===== src/rtl/vmu_pkg.sv =====
// ----------------------------------------------------------------------------
// Vector math unit package
// Shared widths, operation codes, pipeline payload types and the saturation
// helper used by the lanes and the merge stage.
// ----------------------------------------------------------------------------
package vmu_pkg;

  localparam int unsigned FRAC_BITS = 16;
  localparam int unsigned DATA_W    = 32;
  localparam int unsigned PROD_W    = 2 * DATA_W;
  localparam int unsigned SUM_W     = PROD_W + 2;
  localparam int unsigned ROOT_W    = PROD_W / 2;
  localparam int unsigned REM_W     = ROOT_W + 3;
  localparam int unsigned QUO_W     = FRAC_BITS + 1;
  localparam int unsigned NUM_W     = DATA_W + FRAC_BITS + 1;

  typedef enum logic [1:0] {
    FUNC_MAG   = 2'd0,
    FUNC_NORM  = 2'd1,
    FUNC_DOT   = 2'd2,
    FUNC_CROSS = 2'd3
  } vmu_func_e;

  typedef logic signed [DATA_W-1:0] vmu_fix_t;

  localparam vmu_fix_t FIX_MAX = {1'b0, {(DATA_W-1){1'b1}}};
  localparam vmu_fix_t FIX_MIN = {1'b1, {(DATA_W-1){1'b0}}};

  typedef struct packed {
    vmu_fix_t val;
    logic     ovf;
  } vmu_sat_t;

  // Operation and operands as they travel along the pipeline.
  typedef struct packed {
    vmu_func_e func;
    logic      aw;
    logic      bw;
    vmu_fix_t  ax;
    vmu_fix_t  ay;
    vmu_fix_t  az;
  } vmu_op_t;

  // Everything the square root and the result stage need from the front end.
  typedef struct packed {
    vmu_op_t             op;
    vmu_fix_t            dot;
    logic                dot_err;
    vmu_fix_t            cx;
    vmu_fix_t            cy;
    vmu_fix_t            cz;
    logic                crs_err;
    logic [PROD_W-1:0]   sumsq;
  } vmu_pay_t;

  typedef struct packed {
    vmu_fix_t res_x;
    vmu_fix_t res_y;
    vmu_fix_t res_z;
    vmu_fix_t scalar;
    logic     error;
  } vmu_res_t;

  // Load enables of the two front-end stages.
  typedef struct packed {
    logic mul_en;
    logic mrg_en;
  } vmu_fe_ctl_t;

  // Clamps a wide signed value to the fixed-point range.
  function automatic vmu_sat_t vmu_sat(input logic signed [SUM_W-1:0] v);
    vmu_sat_t r;
    if (v[SUM_W-1:DATA_W-1] == {(SUM_W-DATA_W+1){v[SUM_W-1]}}) begin
      r.val = v[DATA_W-1:0];
      r.ovf = 1'b0;
    end else begin
      r.val = v[SUM_W-1] ? FIX_MIN : FIX_MAX;
      r.ovf = 1'b1;
    end
    return r;
  endfunction

endpackage


===== src/rtl/vmu_merge.sv =====
// ----------------------------------------------------------------------------
// Vector math unit merge stage
// Sums the lane squares into the radicand and the lane products into the
// scaled, saturated dot product.
// ----------------------------------------------------------------------------
module vmu_merge (
  input  logic                              clk_i,
  input  vmu_pkg::vmu_fe_ctl_t              ctl_i,
  input  logic [vmu_pkg::PROD_W-1:0]        sq_i [3],
  input  logic signed [vmu_pkg::PROD_W-1:0] dp_i [3],
  input  logic                              aw_i,
  input  logic                              bw_i,
  output logic [vmu_pkg::PROD_W-1:0]        sumsq_o,
  output vmu_pkg::vmu_fix_t                 dot_o,
  output logic                              dot_err_o
);
  import vmu_pkg::*;

  localparam logic signed [SUM_W-1:0] FIX_ONE = SUM_W'(1) << FRAC_BITS;

  logic signed [SUM_W-1:0] dsum, dshr, dtot;
  vmu_sat_t                dsat;
  logic [PROD_W-1:0]       sumsq_q;
  vmu_fix_t                dot_q;
  logic                    err_q;

  always_comb begin
    dsum = SUM_W'(dp_i[0]) + SUM_W'(dp_i[1]) + SUM_W'(dp_i[2]);
    dshr = dsum >>> FRAC_BITS;
    // Two points contribute w times w as one unit.
    dtot = dshr + (FIX_ONE & {SUM_W{aw_i & bw_i}});
    dsat = vmu_sat(dtot);
  end

  always_ff @(posedge clk_i) begin
    if (ctl_i.mrg_en) begin
      sumsq_q <= sq_i[0] + sq_i[1] + sq_i[2];
      dot_q   <= dsat.val;
      err_q   <= dsat.ovf;
    end
  end

  assign sumsq_o   = sumsq_q;
  assign dot_o     = dot_q;
  assign dot_err_o = err_q;

endmodule


===== config.mk =====
export PLATFORM = sky130hd
export DESIGN_NAME = vmu_merge
export DESIGN_NICKNAME = d
export VERILOG_FILES = /design/src/rtl/vmu_pkg.sv /design/src/rtl/vmu_merge.sv
export SDC_FILE = /design/constraint.sdc
export NUM_CORES = 1
export LEC_CHECK = 0
export BUFFER_PORTS_ARGS = -buffer_cell sky130_fd_sc_hd__buf_2
export CORE_MARGIN = 5
export CORE_UTILIZATION = 41
export CTS_CLUSTER_DIAMETER = 30
export DETAILED_ROUTE_END_ITERATION = 7
export PLACE_DENSITY = 0.68
export SETUP_SLACK_MARGIN = 0.15
export SLEW_MARGIN = 20
export SYNTH_ARGS = -nofsm -noshare
export SYNTH_HDL_FRONTEND = slang
export SYNTH_SLANG_ARGS = --single-unit
export TNS_END_PERCENT = 1

===== constraint.sdc =====
create_clock -name clk_i -period 7.6 [get_ports clk_i]
set_input_delay 0 -clock clk_i [delete_from_list [all_inputs] [get_ports clk_i]]
set_output_delay 0 -clock clk_i [all_outputs]
set_load 0.03 [all_outputs]

==> impl_results.md, run 1 <==
* Grt met1 use at 27.8%
* Main combinational cell family by area after synthesis: adder cells
* Final layout net count at 2,597
* Vias per cell at 5.38
* Fraction of registers with async set/reset at 0%
* Complex-gate fraction of the synthesized area at 20.2%
* Hold slack at 141 ps
* Adder-cell share of the synthesized area at 29.7%
* Syn nets at 2,127
* Worst-Margin Slew at 758 ps
* # fillers at 3,198
* Met3 Usage GRT at 3.27%
* Area grow syn2layout at 22.9%
* Worst Setup End Kind: flip-flop
* Hold_sp: sq_i[129]
* DRC Markers at 0
* Met2 usage at 40.5%
* Global-route wire length before repair at 68,900 um
* Ys flop type: edfxtp_1
* Leakage power at 7.76 nW
* Endpoints failing hold at 0
* Pwr per Cell Area at 225 mW/mm2
* Setup tns final at 0 ps
* Dominant cell by count in the synthesized netlist: a21oi_1
* Longest Clk Path Bufs at 2
* Largest net degree at the start of global routing at 53
* I/O Buffers at 484
* Die Span Y at 194 um
* Final ANT Viol Nets at 0
* # diodes at 0
* Vias in the first global route at 13.4k
* Detailed placer's ending HPWL at 38,700 um
* Worst Hold Class: primary input to flip-flop
* Max-cap violations at 0
* Hold_buf cts at 0
* Top cell type's share of synthesized area at 20.9%
* Worst endpoint required time at 7800 ps
* Crit path DAT at 6680 ps
* Via count at 13.0k
* Area leader, netlist: edfxtp_1
* Top Usage Layer GRT: met2
* Critical path origin: dp_i[3]
* Final setup viols at 0
* Mux cell area share after synthesis at 2.77%
* CTS buffer count at 9
* XOR/XNOR share of the synthesized area at 7.60%
* Floorplan Core Area at 0.0335 mm2
* Slew margin rel. at 48.2%
* Worst-path clk slew at 80 ps
* Top cells by area, synth: edfxtp_1 (21%), fa_1 (18%), ha_1 (11%), a21oi_1 (5.0%), xnor2_1 (4.8%)
* Unique masters post-synth at 85
* Post-synthesis simple-gate area fraction at 15.5%
* Postcts setup bufs at 0
* Post-synthesis cell area at 0.0139 mm2
* I/O pin cnt at 486
* Clk sinks at 97
* TritonCTS clock tree: yes
* Overall routing resource usage at 22.3%
* Mapped Cells at 1,483
* DIE AREA at 0.0378 mm2
* Synth Area per Inst at 9.40 um2
* CTS Root Cell: clkbuf_16
* Synthesized flop and latch total at 97
* Post-Route WL at 43,800 um
* Status: complete, no violations
* Share of cells above drive strength 1 at 27.0%
* Routed WL per cell at 18.2 um
* Post-synth EDFFs at 97
* Initial antenna violation count at 0
* RSZ-0062 raised after global routing: no
* First DRT Iteration DRCs at 579
* H-tree Lvls at 3
* Hold Path Cell Cnt at 3
* Post_cts resized at 0
* Slew Viols, Final at 0
* Hold EP: sumsq_o[1]
* Finished Core Util at 51.1%
* Starting Density at 41.6%
* Critical Path Fanout Max at 32
* Drt first pass iters at 5
* Tcrit/Tclk final at 85.3%
* Total gr overflow at 0
* Peak VDD IR at 0.114 mV
* Minimum clock period at 6490 ps
* Max Freq at 0.154 GHz
* Post-synth top cells: a21oi_1 (140), ha_1 (128), fa_1 (127)
* Die W at 194 um
* FP Rows at 67
* Worst Setup Start Kind: primary input
* Seq/Total Area, Yosys at 20.9%
* Crit path kind: primary input to flip-flop
* Yosys warns at 0
* GPL Wtd Cong at 0.948
## where the power goes
part | internal (mW) | switching [mW]
logic | 0.947 | 1.59
clock network | 0.258 | 0.215
registers | 0.794 | 0.0399
total | 2.00 | 1.85
## cells by family after synthesis
family | Yosys count
AOI/OAI and AO/OA | 434
xor gates and xnor gates | 121
adders and majority gates | 255
buffers and inverters | 115
DFF | 97
muxes | 38
and+or+nand+nor | 423
## area by class of cell
class / count / area (um2) / area share, %
clock buffer: 10 / 229 / 1.34
clock inverter: 6 / 67.6 / 0.395
inverter: 82 / 308 / 1.80
multi-input combinational: 1271 / 10600 / 61.7
sequential: 97 / 2910 / 17.0
tap: 448 / 561 / 3.27
timing repair buffer: 492 / 2480 / 14.5
## layer usage
metal  share of wire (%)  vias to the layer above
li1                    -                     6406
met1                  42                     6060
met2                  50                      434
met3                 5.3                       50
met4                 2.4                        0
met5                   0                        -
## stage by stage
stage          setup WS, ps  power, mW  instance area [um2]  instances
2_1_floorplan          1940       2.63                13900       1483
3_3_place_gp            807       3.35                16800       2390
3_5_place_dp            729       3.38                16800       2390
4_1_cts                1110       3.87                17100       2406
5_1_grt                 533       4.15                17100       2406
6_report               1110       3.85                17100       2406
## cells in the final DEF, fill, tap and decap left out, drive strengths merged, types with 23 or more instances in the layout
cell    Yosys  layout
xnor2      76      76
a31oi      23      23
nand2     126     126
nand2b     23      23
nand3      39      39
nor3       31      31
o21ai      79      79
buf         7     492
ha        128     128
edfxtp     97      97
fa        127     127
mux2i      33      33
nor2       85      85
inv        82      83
a21oi     141     141
xor2       45      45
a21o       58      58
nand4      30      30
## critical path, stage by stage
cell      delay [ps]
buf_2             70
inv_1             50
fa_1             520
inv_1             40
ha_1             300
a21oi_1          240
o22ai_1          130
o311ai_0         580
a21oi_1          300
o21ai_0          480
a2111o_1         340
a21oi_1          120
a211oi_1         560
and3_1           340
nand2_1          150
o41ai_4          570
inv_2             70
buf_4            240
nor3_1           160
a311oi_1          70
a21oi_1          150
and4bb_2         580
buf_4            350
mux2i_1          230
## state kept, by name, summed over array words and instances, names as in the netlist
name and flops:
dot_o 32, sumsq_o 64, dot_err_o 1
## worst max-delay path by stage
stage                      to  slack, ps  cells after the start
finish              dot_o[11]       1110                     24
global route        dot_o[11]        530                     24
CTS                 dot_o[11]       1110                     24
detailed placement  dot_o[11]        730                     24
global placement     dot_o[4]        810                     24
floorplan           dot_o[13]       1940                     21
No activity file was read; power rests on OpenSTA's default activity.
==> inputs of run 2 (changes only) <==
--- a/config.mk
+++ b/config.mk
@@ -5,12 +5,13 @@
 export SDC_FILE = /design/constraint.sdc
 export NUM_CORES = 1
 export LEC_CHECK = 0
+export ABC_AREA = 1
 export BUFFER_PORTS_ARGS = -buffer_cell sky130_fd_sc_hd__buf_2
 export CORE_MARGIN = 5
 export CORE_UTILIZATION = 41
 export CTS_CLUSTER_DIAMETER = 30
 export DETAILED_ROUTE_END_ITERATION = 7
-export PLACE_DENSITY = 0.68
+export PLACE_DENSITY = 0.65
 export SETUP_SLACK_MARGIN = 0.15
 export SLEW_MARGIN = 20
 export SYNTH_ARGS = -nofsm -noshare
==> run 2 against run 1 <==
  * Via count rose by 40%
  * Combinational power up 26%
  * Synthesized area grew 21%
==> impl_results.md, run 2 <==
* # fillers at 4,263
* Worst endpoint required time at 7690 ps
* Post-synth EDFFs at 97
* Max-cap violations at 0
* Pre-CTS WS at 1980 ps
* Final layout net count at 3,675
* Clock power frac at 10.5%
* First DRT Iteration DRCs at 1,227
* Post-Route WL at 65,900 um
* Initial antenna violation count at 7
* Slowest CP cell: nor2_4
* Detailed placer's ending HPWL at 59,700 um
* CP max stage delay at 590 ps
* Top cell type's share of synthesized area at 17.7%
* Slew margin rel. at 37.1%
* Worst-Margin Slew at 931 ps
* CTS Root Cell: clkbuf_16
* Post-synth top cells: nand2_1 (798), inv_1 (443), nor2_1 (262)
* Top cells by area, synth: nand2_1 (18%), edfxtp_1 (17%), fa_1 (15%), inv_1 (9.8%), ha_1 (9.5%)
* Pwr per Cell Area at 226 mW/mm2
* Leakage power at 10.7 nW
* Worst Hold Class: primary input to flip-flop
* Unique masters post-synth at 48
* Max Freq at 0.190 GHz
* Total gr overflow at 0
* Worst Setup End Kind: flip-flop
* Routed WL per cell at 18.4 um
* DIE AREA at 0.0454 mm2
* Die Span Y at 213 um
* Sw Ratio at 54.4%
* Post_cts resized at 0
* Longest Clk Path Bufs at 2
* Flop pwr share at 19.6%
* Vias per cell at 5.08
* Worst-path clk slew at 60 ps
* Cell mode on critical path: nand2_1
* Syn nets at 3,189
* Fraction of registers with async set/reset at 0%
* Tcrit/Tclk final at 69.2%
* Crit path DAT at 5360 ps
* Yosys warns at 0
* Endpoints failing hold at 0
* Mapped Cells at 2,545
* Largest net degree at the start of global routing at 63
* Post-synthesis cell area at 0.0169 mm2
* Critical Path Fanout Max at 32
* H-tree Lvls at 3
* I/O Buffers at 484
* Ys flop type: edfxtp_1
* FP Rows at 74
* Postcts setup bufs at 0
* Final worst setup slack at 2340 ps
* DRC Markers at 0
* Drt first pass iters at 6
* Overall routing resource usage at 28.0%
* Hold_buf cts at 0
* I/O pin cnt at 486
* Vias in the first global route at 18.3k
* GPL Wtd Cong at 1.02
* Synth Area per Inst at 6.64 um2
* RSZ-0062 raised after global routing: no
* CTS buffer count at 9
* Area leader, netlist: nand2_1
* Hold slack at 131 ps
* Setup tns final at 0 ps
* Final setup viols at 0
* Clk sinks at 97
* Most frequent cells in the layout: nand2_1 (798), buf_2 (483), inv_1 (443)
* Seq/Total Area, Yosys at 17.2%
* Dominant cell by count in the synthesized netlist: nand2_1
* Via count at 18.1k
* Area grow syn2layout at 19.6%
* Max FFs per register at 64
* Comb power frac at 69.9%
* Die W at 213 um
* Share of cells above drive strength 1 at 18.7%
* Most common cell after layout, fill and taps aside: nand2_1
* Minimum clock period at 5260 ps
* Starting Density at 41.4%
* Crit path kind: primary input to flip-flop
* Internal power at 2.09 mW
* Floorplan Core Area at 0.0408 mm2
* Slew Viols, Final at 0
* Peak VDD IR at 0.106 mV
* Global-route wire length before repair at 98,700 um
* Status: complete, no violations
* Psw at 2.49 mW
* Worst Setup Start Kind: primary input
* Synthesized flop and latch total at 97
* Final ANT Viol Nets at 0
* TritonCTS clock tree: yes
[run 2: cell type report]
| type | count | area (um2) | area share (%) |
|---|---|---|---|
| Antenna cell | 3 | 7.51 | 0.0371 |
| Clock buffer | 11 | 233 | 1.15 |
| Clock inverter | 4 | 68.8 | 0.340 |
| Inverter | 466 | 1750 | 8.65 |
| Multi-Input combinational cell | 1972 | 12200 | 60.1 |
| Sequential cell | 97 | 2910 | 14.4 |
| Tap cell | 532 | 666 | 3.29 |
| Timing Repair Buffer | 485 | 2430 | 12.0 |
[run 2: worst max-delay path, delay by kind of cell]
kind	cells	cell delay (ps)
xor+xnor	1	170
simple gates	22	3650
buf+inv	6	370
fa+ha+maj	3	1130
[run 2: layer usage]
metal	vias to the layer above	track usage, %	wire (um)
met5	-	0	0
met4	0	7.88	1700
met3	82	3.26	4150
met2	616	52.2	33800
met1	8404	34.0	26200
li1	9042	-	-
[run 2: cells by family after synthesis]
kind of cell | after synthesis | synth area share, %
adders and majority gates | 255 | 24.5
buffers and inverters | 476 | 10.9
DFF | 97 | 17.2
and+or+nand+nor | 1311 | 32.2
xor gates and xnor gates | 94 | 4.87
AOI/OAI and AO/OA | 312 | 10.3
[run 2: path summary, 6_finish.rpt]
kind | from | to | depth (start not counted)
max | dp_i[3] | dot_o[15] | 32
min | ctl_i[0] | sumsq_o[55] | 1
[run 2: through the flow]
step / total power [mW] / util (%) / area, um2 / instances
global route: 4.94 / 49.5 / 20200 / 3570
detailed placement: 4.08 / 48.8 / 19900 / 3552
global placement: 4.07 / 48.8 / 19900 / 3552
finish: 4.57 / 49.5 / 20200 / 3570
CTS: 4.58 / 49.5 / 20200 / 3567
floorplan: 3.00 / - / 16900 / 2545
[run 2: power groups by stage]
| stage | Clock [mW] | Sequential [mW] | Combinational (mW) |
|---|---|---|---|
| 4_1_cts | 0.491 | 0.901 | 3.19 |
| 2_1_floorplan | 0 | 1.23 | 1.78 |
| 5_1_grt | 0.509 | 0.908 | 3.52 |
| 6_report | 0.481 | 0.896 | 3.20 |
| 3_3_place_gp | 0 | 0.905 | 3.16 |
| 3_5_place_dp | 0 | 0.911 | 3.17 |
